<file path="config.mk">
export PLATFORM = sky130hd
export DESIGN_NAME = ckpm_scan_ctrl
export DESIGN_NICKNAME = d
export VERILOG_FILES = /design/src/design/ckpm_pkg.sv /design/src/design/ckpm_scan_ctrl.sv
export VERILOG_INCLUDE_DIRS = /design/src /design/src/design
export SDC_FILE = /design/constraint.sdc
export NUM_CORES = 1
export LEC_CHECK = 0
export BUFFER_PORTS_ARGS = -buffer_cell sky130_fd_sc_hd__buf_2
export CAP_MARGIN = 0
export CORE_ASPECT_RATIO = 1.25
export CORE_MARGIN = 4
export CORE_UTILIZATION = 44
export DETAILED_ROUTE_END_ITERATION = 7
export PLACE_DENSITY = 0.72
export SYNTH_ARGS = -nofsm -noshare
export SYNTH_HDL_FRONTEND = slang
export SYNTH_SLANG_ARGS = --single-unit
</file>
<file path="constraint.sdc">
create_clock -name clock -period 16 [get_ports clock]
set_input_delay 3.2 -clock clock [delete_from_list [all_inputs] [get_ports clock]]
set_output_delay 3.2 -clock clock [all_outputs]
set_load 0.03 [all_outputs]
</file>
<file path="src/design/colour_key_palette_match_core_defines.svh">
// Assertion macros for the colour key palette match core, used by ckpm_scan_ctrl.
// Depends on nothing; users must have signals named clock and reset in scope.
`ifndef COLOUR_KEY_PALETTE_MATCH_CORE_DEFINES_SVH
`define COLOUR_KEY_PALETTE_MATCH_CORE_DEFINES_SVH
`ifndef SYNTH
`define CKPM_ASSERT_IMP(label, ante, cons) \
   label: assert property (@(posedge clock) disable iff (reset) (ante) |-> (cons)) \
      else $error("ckpm same-cycle check failed");
`define CKPM_ASSERT_NXT(label, ante, cons) \
   label: assert property (@(posedge clock) disable iff (reset) (ante) |=> (cons)) \
      else $error("ckpm next-cycle check failed");
`else
`define CKPM_ASSERT_IMP(label, ante, cons)
`define CKPM_ASSERT_NXT(label, ante, cons)
`endif
`endif

</file>
<file path="src/design/ckpm_pkg.sv">
// Types, constants and helper functions for the colour key palette match core.
// Depends on nothing.
package ckpm_pkg;

   localparam int PALETTE_ENTRIES_DEFAULT = 256;
   localparam int ADDR_MAX_W = 8;
   localparam int DIST_W     = 10;
   localparam logic [DIST_W-1:0] DIST_INIT = '1;

   localparam logic ACT_WRITE   = 1'b0;
   localparam logic ACT_CONVERT = 1'b1;

   localparam logic [1:0] FMT_INDEXED = 2'd0;
   localparam logic [1:0] FMT_DIRECT  = 2'd1;
   localparam logic [1:0] FMT_PACKED  = 2'd2;

   localparam logic [2:0] CSR_TARGET_FORMAT   = 3'd0;
   localparam logic [2:0] CSR_ALPHA_BIT_COUNT = 3'd1;
   localparam logic [2:0] CSR_RED_BIT_COUNT   = 3'd2;
   localparam logic [2:0] CSR_GREEN_BIT_COUNT = 3'd3;
   localparam logic [2:0] CSR_BLUE_BIT_COUNT  = 3'd4;

   localparam logic [1:0] FORMAT_RESET      = FMT_INDEXED;
   localparam logic [3:0] ALPHA_BITS_RESET  = 4'd0;
   localparam logic [3:0] RED_BITS_RESET    = 4'd5;
   localparam logic [3:0] GREEN_BITS_RESET  = 4'd6;
   localparam logic [3:0] BLUE_BITS_RESET   = 4'd5;
   localparam logic [3:0] CHANNEL_BITS      = 4'd8;

   typedef enum logic [1:0] {
      ST_IDLE,
      ST_SCAN,
      ST_FLUSH,
      ST_DONE
   } state_type;

   typedef struct packed {
      logic [1:0] target_format;
      logic [3:0] alpha_bit_count;
      logic [3:0] red_bit_count;
      logic [3:0] green_bit_count;
      logic [3:0] blue_bit_count;
   } cfg_type;

   typedef struct packed {
      logic                  rd_en;
      logic [ADDR_MAX_W-1:0] rd_addr;
      logic                  wr_en;
      logic [ADDR_MAX_W-1:0] wr_addr;
      logic [23:0]           wr_data;
   } ram_req_type;

   function automatic logic [7:0] abs_diff(logic [7:0] x, logic [7:0] y);
      return (x > y) ? 8'(x - y) : 8'(y - x);
   endfunction

   function automatic logic [3:0] clamp_bits(logic [3:0] n);
      return (n > CHANNEL_BITS) ? CHANNEL_BITS : n;
   endfunction

   function automatic logic [7:0] keep_top(logic [7:0] ch, logic [3:0] n);
      if (n == 4'd0) begin
         return 8'd0;
      end
      return ch >> (CHANNEL_BITS - n);
   endfunction

   function automatic logic [31:0] pack_key(logic [31:0] key, cfg_type cfg);
      logic [3:0] ab, rb, gb, bb;
      logic [4:0] sh_g, sh_r, sh_a;
      logic [31:0] a, r, g, b;
      ab   = clamp_bits(cfg.alpha_bit_count);
      rb   = clamp_bits(cfg.red_bit_count);
      gb   = clamp_bits(cfg.green_bit_count);
      bb   = clamp_bits(cfg.blue_bit_count);
      a    = 32'(keep_top(key[31:24], ab));
      r    = 32'(keep_top(key[23:16], rb));
      g    = 32'(keep_top(key[15:8], gb));
      b    = 32'(keep_top(key[7:0], bb));
      sh_g = 5'(bb);
      sh_r = 5'(gb) + 5'(bb);
      sh_a = sh_r + 5'(rb);
      return (a << sh_a) | (r << sh_r) | (g << sh_g) | b;
   endfunction

endpackage

</file>
<file path="src/design/ckpm_scan_ctrl.sv">
// Item sequencer: palette scan, nearest-entry compare, format select, result register.
// Depends on ckpm_pkg and the assertion macro header.
`include "colour_key_palette_match_core_defines.svh"
module ckpm_scan_ctrl
   import ckpm_pkg::*;
#(
   parameter int PALETTE_ENTRIES = PALETTE_ENTRIES_DEFAULT
) (
   input  logic        clock,
   input  logic        reset,
   input  cfg_type     cfg,
   input  logic        req_valid,
   output logic        req_stall,
   input  logic        req_action,
   input  logic [7:0]  req_entry_index,
   input  logic [7:0]  req_red,
   input  logic [7:0]  req_green,
   input  logic [7:0]  req_blue,
   input  logic [31:0] req_key_colour,
   output logic        rsp_valid,
   input  logic        rsp_stall,
   output logic [31:0] rsp_key_value,
   output ram_req_type ram_req,
   input  logic [23:0] rd_data
);

   localparam int IDX_W = $clog2(PALETTE_ENTRIES);
   localparam logic [IDX_W-1:0] LAST_IDX = IDX_W'(PALETTE_ENTRIES - 1);

   state_type         state_ff, state_in;
   logic [31:0]       key_ff, key_in;
   logic [IDX_W-1:0]  scan_addr_ff, scan_addr_in;
   logic              cmp_vld_ff;
   logic [IDX_W-1:0]  cmp_idx_ff;
   logic [DIST_W-1:0] best_d_ff, best_d_in;
   logic [IDX_W-1:0]  best_idx_ff, best_idx_in;
   logic              rsp_valid_ff, rsp_valid_in;
   logic [31:0]       rsp_value_ff, rsp_value_in;

   logic              req_accept;
   logic              convert_accept;
   logic              out_free;
   logic              scanning;
   logic              done;
   logic [DIST_W-1:0] cand_d;
   logic [31:0]       result;

   assign req_accept     = req_valid && !req_stall;
   assign convert_accept = req_accept && (req_action == ACT_CONVERT);
   assign out_free       = !rsp_valid_ff || !rsp_stall;

   always_comb begin
      state_in = state_ff;
      unique case (state_ff)
         ST_IDLE: begin
            if (convert_accept) begin
               state_in = (cfg.target_format == FMT_INDEXED) ? ST_SCAN : ST_DONE;
            end
         end
         ST_SCAN: begin
            if (scan_addr_ff == LAST_IDX) begin
               state_in = ST_FLUSH;
            end
         end
         ST_FLUSH: state_in = ST_DONE;
         ST_DONE: begin
            if (out_free) begin
               state_in = ST_IDLE;
            end
         end
         default: state_in = ST_IDLE;
      endcase
   end

   always_comb begin
      req_stall = 1'b1;
      scanning  = 1'b0;
      done      = 1'b0;
      unique case (state_ff)
         ST_IDLE:  req_stall = 1'b0;
         ST_SCAN:  scanning  = 1'b1;
         ST_FLUSH: req_stall = 1'b1;
         ST_DONE:  done      = 1'b1;
         default:  req_stall = 1'b1;
      endcase
   end

   always_comb begin
      ram_req.rd_en   = scanning;
      ram_req.rd_addr = ADDR_MAX_W'(scan_addr_ff);
      ram_req.wr_en   = req_accept && (req_action == ACT_WRITE) &&
                        ({1'b0, req_entry_index} < 9'(PALETTE_ENTRIES));
      ram_req.wr_addr = req_entry_index;
      ram_req.wr_data = {req_red, req_green, req_blue};
   end

   assign cand_d = DIST_W'(abs_diff(rd_data[23:16], key_ff[23:16])) +
                   DIST_W'(abs_diff(rd_data[15:8], key_ff[15:8])) +
                   DIST_W'(abs_diff(rd_data[7:0], key_ff[7:0]));

   always_comb begin
      key_in       = convert_accept ? req_key_colour : key_ff;
      scan_addr_in = scanning ? scan_addr_ff + 1'b1 : '0;
      best_d_in    = best_d_ff;
      best_idx_in  = best_idx_ff;
      if (state_ff == ST_IDLE) begin
         best_d_in   = DIST_INIT;
         best_idx_in = '0;
      end else if (cmp_vld_ff && (cand_d < best_d_ff)) begin
         best_d_in   = cand_d;
         best_idx_in = cmp_idx_ff;
      end
   end

   always_comb begin
      case (cfg.target_format)
         FMT_INDEXED: result = 32'(best_idx_ff);
         FMT_DIRECT:  result = key_ff;
         FMT_PACKED:  result = pack_key(key_ff, cfg);
         default:     result = 32'd0;
      endcase
   end

   always_comb begin
      rsp_valid_in = rsp_valid_ff;
      rsp_value_in = rsp_value_ff;
      if (done && out_free) begin
         rsp_valid_in = 1'b1;
         rsp_value_in = result;
      end else if (rsp_valid_ff && !rsp_stall) begin
         rsp_valid_in = 1'b0;
      end
   end

   always_ff @(posedge clock) begin
      if (reset) begin
         state_ff     <= ST_IDLE;
         cmp_vld_ff   <= 1'b0;
         rsp_valid_ff <= 1'b0;
      end else begin
         state_ff     <= state_in;
         cmp_vld_ff   <= scanning;
         rsp_valid_ff <= rsp_valid_in;
      end
   end

   always_ff @(posedge clock) begin
      key_ff       <= key_in;
      scan_addr_ff <= scan_addr_in;
      cmp_idx_ff   <= scan_addr_ff;
      best_d_ff    <= best_d_in;
      best_idx_ff  <= best_idx_in;
      rsp_value_ff <= rsp_value_in;
   end

   assign rsp_valid     = rsp_valid_ff;
   assign rsp_key_value = rsp_value_ff;

   `CKPM_ASSERT_IMP(a_no_write_busy, state_ff != ST_IDLE, !ram_req.wr_en)
   `CKPM_ASSERT_IMP(a_flush_last, state_ff == ST_FLUSH, cmp_vld_ff && (cmp_idx_ff == LAST_IDX))
   `CKPM_ASSERT_IMP(a_rsp_from_done, $rose(rsp_valid_ff), $past(state_ff) == ST_DONE)
   `CKPM_ASSERT_NXT(a_convert_busy, convert_accept, state_ff != ST_IDLE)

endmodule

</file>
==> results of run 1 <==
[flip-flops by register name (all words and copies together), names as in the netlist]
signal,flops
best_d_ff,10
cmp_vld_ff,1
best_idx_ff,8
rsp_valid,1
scan_addr_ff,8
state_ff,2
key_ff,32
rsp_key_value,32
cmp_idx_ff,8
[where the power goes]
part | internal [mW] | switching (mW)
Combinational | 0.339 | 0.557
Clock | 0.141 | 0.112
Sequential | 0.319 | 0.0313
[worst max-delay path by stage]
stage	end	from	slack [ns]	cells past startpoint
6_report	best_idx_ff[4]	rd_data[16]	7.07	28
5_1_grt	best_d_ff[5]	rd_data[16]	6.60	28
4_1_cts	best_idx_ff[4]	rd_data[16]	7.16	28
3_5_place_dp	best_idx_ff[4]	rd_data[16]	6.79	28
3_3_place_gp	best_d_ff[7]	rd_data[16]	6.94	28
2_1_floorplan	best_d_ff[1]	rd_data[16]	7.57	30
[synth_stat cells, types with 11 or more instances]
| master | n | area share, % |
|---|---|---|
| nor2_1 | 77 | 2.7 |
| nand2b_1 | 19 | 1.1 |
| nand4_1 | 14 | 0.81 |
| mux2i_1 | 52 | 4.8 |
| a31oi_1 | 19 | 1.1 |
| buf_4 | 35 | 2.4 |
| mux2_2 | 19 | 2.0 |
| o21ai_0 | 78 | 3.6 |
| ha_1 | 79 | 9.2 |
| xor2_1 | 12 | 0.97 |
| inv_1 | 109 | 3.8 |
| nor2b_1 | 19 | 1.1 |
| fa_1 | 17 | 3.2 |
| and3_1 | 11 | 0.64 |
| nand2_1 | 90 | 3.1 |
| a21oi_1 | 69 | 3.2 |
| nor3_1 | 32 | 1.5 |
| dfxtp_1 | 38 | 7.0 |
| a21o_1 | 20 | 1.4 |
| and2_1 | 15 | 0.87 |
| nand3_1 | 64 | 3.0 |
| xnor2_1 | 27 | 2.2 |
| o21a_1 | 14 | 0.97 |
| clkbuf_1 | 52 | 1.8 |
| edfxtp_1 | 64 | 18 |
| o211ai_1 | 21 | 1.5 |
[layout make-up]
class | instances | area, µm² | area share, %
multi-input combinational | 976 | 7160 | 61.2
sequential | 102 | 2680 | 22.9
timing repair buffer | 130 | 671 | 5.73
inverter | 116 | 438 | 3.74
tap | 325 | 407 | 3.48
clock buffer | 10 | 250 | 2.14
clock inverter | 6 | 90.1 | 0.770
[worst register-to-register path, cell delays in order (launching register included)]
cell	delay [ns]
edfxtp_1	0.53
ha_1	0.25
inv_1	0.06
fa_1	0.39
a21o_1	0.17
a21oi_1	0.19
o221ai_1	0.20
nand2_1	0.44
mux2i_1	0.15
a311oi_1	0.36
nand2_1	0.11
xnor2_1	0.19
fa_1	0.55
inv_1	0.04
ha_1	0.32
a21o_1	0.19
a21oi_1	0.21
nor2b_1	0.07
o21a_1	0.18
nor2_1	0.11
xnor2_1	0.17
ha_1	0.23
nor3_1	0.07
nor2_1	0.12
nand4_1	0.65
nand3_1	0.37
a21oi_1	0.09
[through the flow]
step           utilization, %  instance area [µm²]
2_1_floorplan               -                10800
3_3_place_gp             47.4                11400
3_5_place_dp             47.4                11400
4_1_cts                  48.8                11700
5_1_grt                  48.8                11700
6_report                 48.8                11700
[per-layer routing]
| metal | up-vias | global-route usage [%] | part of all wire [%] | routed length [µm] |
|---|---|---|---|---|
| li1 | 4804 | - | - | - |
| met1 | 4826 | 28.0 | 38 | 12800 |
| met2 | 525 | 42.7 | 49 | 16500 |
| met3 | 140 | 4.75 | 7.7 | 2630 |
| met4 | 2 | 14.1 | 6.1 | 2070 |
| met5 | - | 0 | 0.024 | 8 |
[cells by family after synthesis]
kind of cell	synth area share, %
fa+ha+maj	12.3
compound gates	23.6
mux	8.58
xor+xnor	3.32
simple gates	18.4
buf+inv	8.93
flops	24.9
==> run metrics, run 1 <==
Hold Fails Final Rpt=0; Hold Path Class=reg -> reg; crit path kind=in -> reg; TNS Setup=0 ns; overall routing resource usage=24.5%; area grow syn2layout=8.41%; Die Wd=148 µm; post-CTS sizing=0; Yosys reg bits=102; hold slack=0.402 ns; final net count=1,542; Syn Std Cell Area=0.0108 mm²; Filler Cell Count=2,334; antenna cells=0; TritonCTS clock tree=built; Starting Density=45.0%; max-cap viol count=0; number of global-route vias before repair=10.1k; Max-slew headroom=15.5%; number of detailed-route iterations in the first pass=7; YS warnings=0; Critical Path RT=16.23 ns; Max Clock Freq=0.112 GHz; Mapped Cells=1,293; Post-Place Cells=1,649; asr flop ratio synth=0%; # hold bufs at CTS=0; launch point of the worst hold path=scan_addr_ff[1]; PnR worst setup slack=7.07 ns; RSZ-0062 raised after global routing=no; number of flops mapped to enable cells by yosys=64; pwr dens=128 mW/mm²; fin crit period=8.93 ns; R2R setup slack=9.47 ns; Worst R2R Path Depth=26; deepest clock path buffer count=2; crit end category=flip-flop; Slew Limit Fails=0; Hold EP=cmp_idx_ff[1]; DR iter-0 viols=1,076; PortBufs=122; Synth Flop Type=edfxtp_1; crit-path max FO=18; # Post-CTS Setup Buffers=0; Place WS=6.79 ns; Leakage Power=5.01 nW; Final setup viols=0; Peak VDD IR=0.000117 V; total congestion overflow=0; Tightest Pin Transition=1.26 ns; Worst Skew=0.00918 ns; # rows=63; worst path arrival time=9.16 ns; Residual DRC=0; unique cell type count in the Yosys netlist=90; fin cells=1,665; wire per inst=20.4 µm; core area=0.0240 mm²; Worst Path Buf+Inv=4; latest clock arrival within the worst-skew pair=0.37 ns; Worst-path clk slew=0.07 ns; Crit Reg-Reg Endpoint=best_idx_ff[4]; RR Startpoint=key_ff[16]; Sink Count=102; IO Pins=187; Avg Inst Size Synth=8.35 µm²; initial antenna violation count=1; slowest cell on the critical path=nand4_1; layout cells sized above 1=15.1%; CP startpoint kind=input pin; crit-path max cell delay=0.65 ns; Power, Total=1.50 mW; TritonCTS Buffers=9; Routed WL=34,000 µm; Hold Path Depth=0; gpl congestion=0.969; outcome=finished, final reports clean; remaining antenna violation count=0; commonest non-fill, non-tap cell in the layout=buf_2; die area=0.0271 mm²; via count=10.3k; delay-heaviest family, CP=simple AND/OR/NAND/NOR gates; DR vias/cell=6.18; die height=183 µm; first-pass GRT wire length=53,100 µm; htree depth=3; Root Buffer=clkbuf_16; most frequent cells in the layout=buf_2, inv_1, nand2_1, ha_1, o21ai_0; register area share after synthesis=24.9%; detailed-placement wirelength estimate=26,400 µm; Syn Nets=1,500; Tcrit/Tclk final=55.8%; pin count of the biggest net entering global routing=34
Power figures use the tool's default switching activity.
==> inputs of run 2 (changes only) <==
Settings changed: PLACE_DENSITY 0.72 to 0.75.
Clock period 16 ns to 7.8 ns, I/O delays scaled along.
==> run metrics, run 2 (same netlist as run 1, synthesis figures left out) <==
IO Pins=187 (unchanged); Filler Cell Count=2,375 (+1.8%); Leakage Power=5.03 nW (+0.36%); Sink Count=102 (unchanged); DR vias/cell=6.14 (-0.79%); clock share of power=15.1% (-1.8 points); # rows=63 (unchanged); TritonCTS Buffers=9 (unchanged); first-pass GRT wire length=52,100 µm (-2.0%); pwr dens=259 mW/mm² (+100%); Routed WL=33,400 µm (-1.6%); R2R setup slack=1.65 ns (-7.82 ns); Seq pwr share=23.6% (+0.3 points); Tcrit/Tclk final=88.6%; via count=10.3k (-0.19%); Sw Ratio=47.7% (+0.98 points); CP Launch Point=rd_data[0]; DR iter-0 viols=966 (-10%); post-route design area=0.0117 mm² (+0.21%); remaining antenna violation count=0 (unchanged); area grow syn2layout=8.64%; Final setup viols=0 (unchanged); Worst R2R Path Depth=26 (unchanged); core area=0.0240 mm² (unchanged); area of the multi-input gates=0.00716 mm² (unchanged); # hold bufs at CTS=0 (unchanged); number of global-route vias before repair=9,894 (-2.0%); post-CTS sizing=0 (unchanged); Starting Density=45.0% (unchanged); die height=183 µm (unchanged); crit end category=flip-flop; crit path kind=in -> reg; most frequent cells in the layout=buf_2, inv_1, nand2_1, ha_1, o21ai_0; htree depth=3 (unchanged); Residual DRC=0 (unchanged); Worst-path clk slew=0.08 ns (about the same); # Post-CTS Setup Buffers=0 (unchanged); pin count of the biggest net entering global routing=34 (unchanged); final net count=1,551 (+0.58%); Max Clock Freq=0.145 GHz; commonest non-fill, non-tap cell in the layout=buf_2; Int Power=1.59 mW (+99%); launch point of the worst hold path=scan_addr_ff[7]; Hold Fails Final Rpt=0 (unchanged); deepest clock path buffer count=2 (unchanged); final core area utilization=48.9% (+0.10 points); Register Area=0.00268 mm² (unchanged); detailed-placement wirelength estimate=26,300 µm (-0.47%); Root Buffer=clkbuf_16; combinational group share of total power=61.2% (+1.4 points); crit path to=best_idx_ff[4]; Peak VDD IR=0.000199 V (+70%); hold slack=0.396 ns (-0.00698 ns); number of detailed-route iterations in the first pass=6 (-1); max-cap viol count=0 (unchanged); Post-Place Cell Area=0.0114 mm² (+0.60%); worst path arrival time=7.20 ns (-1.96 ns); Switching Power=1.45 mW (+110%); Slew Limit Fails=0 (unchanged); Max-slew headroom=41.6% (+26 points); Worst Skew=0.0121 ns (+0.00291 ns); die area=0.0271 mm² (unchanged); Crit Reg-Reg Endpoint=best_idx_ff[4]; PortBufs=122 (unchanged); Die Wd=148 µm (unchanged); latest clock arrival within the worst-skew pair=0.37 ns (about the same); overall routing resource usage=24.0% (-0.48 points); initial antenna violation count=2 (+1); crit-path max FO=18 (unchanged); gpl congestion=1.02 (+5.1%); Hold Path Class=reg -> reg; CP startpoint kind=input pin; outcome=finished, final reports clean; TritonCTS clock tree=built; wire per inst=20.0 µm (-2.2%); TNS Setup=0 ns (unchanged); total congestion overflow=0 (unchanged); RSZ-0062 raised after global routing=no; fin crit period=6.91 ns; RR Startpoint=key_ff[0]; Critical Path RT=8.09 ns (-8.14 ns); Tightest Pin Transition=0.874 ns (-0.390 ns); layout cells sized above 1=15.6% (+0.57 points)
-- run 2: area by class of cell --
type	count	share of cell area (%)
inverter	116	3.73
antenna	1	0.0213
clock inverter	7	0.598
clock buffer	9	1.92
timing repair buffer	139	6.30
multi-input combinational	976	61.1
tap	325	3.47
sequential	102	22.9
-- run 2: power groups by stage --
stage / combinational, mW / sequential [mW] / clock [mW]
6_report: 1.86 / 0.717 / 0.459
5_1_grt: 2.04 / 0.724 / 0.492
4_1_cts: 1.83 / 0.717 / 0.471
3_5_place_dp: 1.81 / 0.729 / 0
3_3_place_gp: 1.77 / 0.727 / 0
2_1_floorplan: 1.35 / 0.739 / 0
-- run 2: critical path, stage by stage --
cell,delay [ns]
buf_2,0.11
inv_1,0.05
ha_1,0.19
inv_1,0.07
fa_1,0.39
a21o_1,0.18
a21oi_1,0.17
o221ai_1,0.19
nand2_1,0.43
mux2i_1,0.14
a311oi_1,0.34
nand2_1,0.11
xnor2_1,0.15
fa_1,0.49
inv_1,0.04
ha_1,0.32
a21o_1,0.19
a21oi_1,0.22
nor2b_1,0.07
o21a_1,0.18
nor2_1,0.12
xnor2_1,0.17
ha_1,0.23
nor3_1,0.07
nor2_1,0.13
and4_1,0.55
o21ai_0,0.17
a21oi_1,0.18
-- run 2: layer usage --
layer,routed length (µm),up-vias,GRT usage [%],share of wire (%)
li1,-,4821,-,-
met1,12600,4846,27.5,38
met2,16700,503,43.6,50
met3,2490,105,3.68,7.5
met4,1670,2,11.6,5.0
met5,8,-,0,0.024
-- run 2: stage by stage --
step | instances | setup WS (ns) | power, mW
2_1_floorplan | 1293 | 1.01 | 2.09
3_3_place_gp | 1658 | 0.772 | 2.50
3_5_place_dp | 1658 | 0.602 | 2.54
4_1_cts | 1674 | 0.969 | 3.02
5_1_grt | 1675 | 0.420 | 3.25
6_report | 1675 | 0.886 | 3.03
-- run 2: worst min path at each step --
| stage | to | slack, ns | depth (start not counted) |
|---|---|---|---|
| floorplan | best_idx_ff[0] | 0.43 | 2 |
| global placement | cmp_idx_ff[5] | 0.38 | 0 |
| detailed placement | cmp_idx_ff[7] | 0.39 | 0 |
| CTS | cmp_idx_ff[7] | 0.40 | 0 |
| global route | cmp_idx_ff[1] | 0.41 | 0 |
| finish | cmp_idx_ff[7] | 0.40 | 0 |
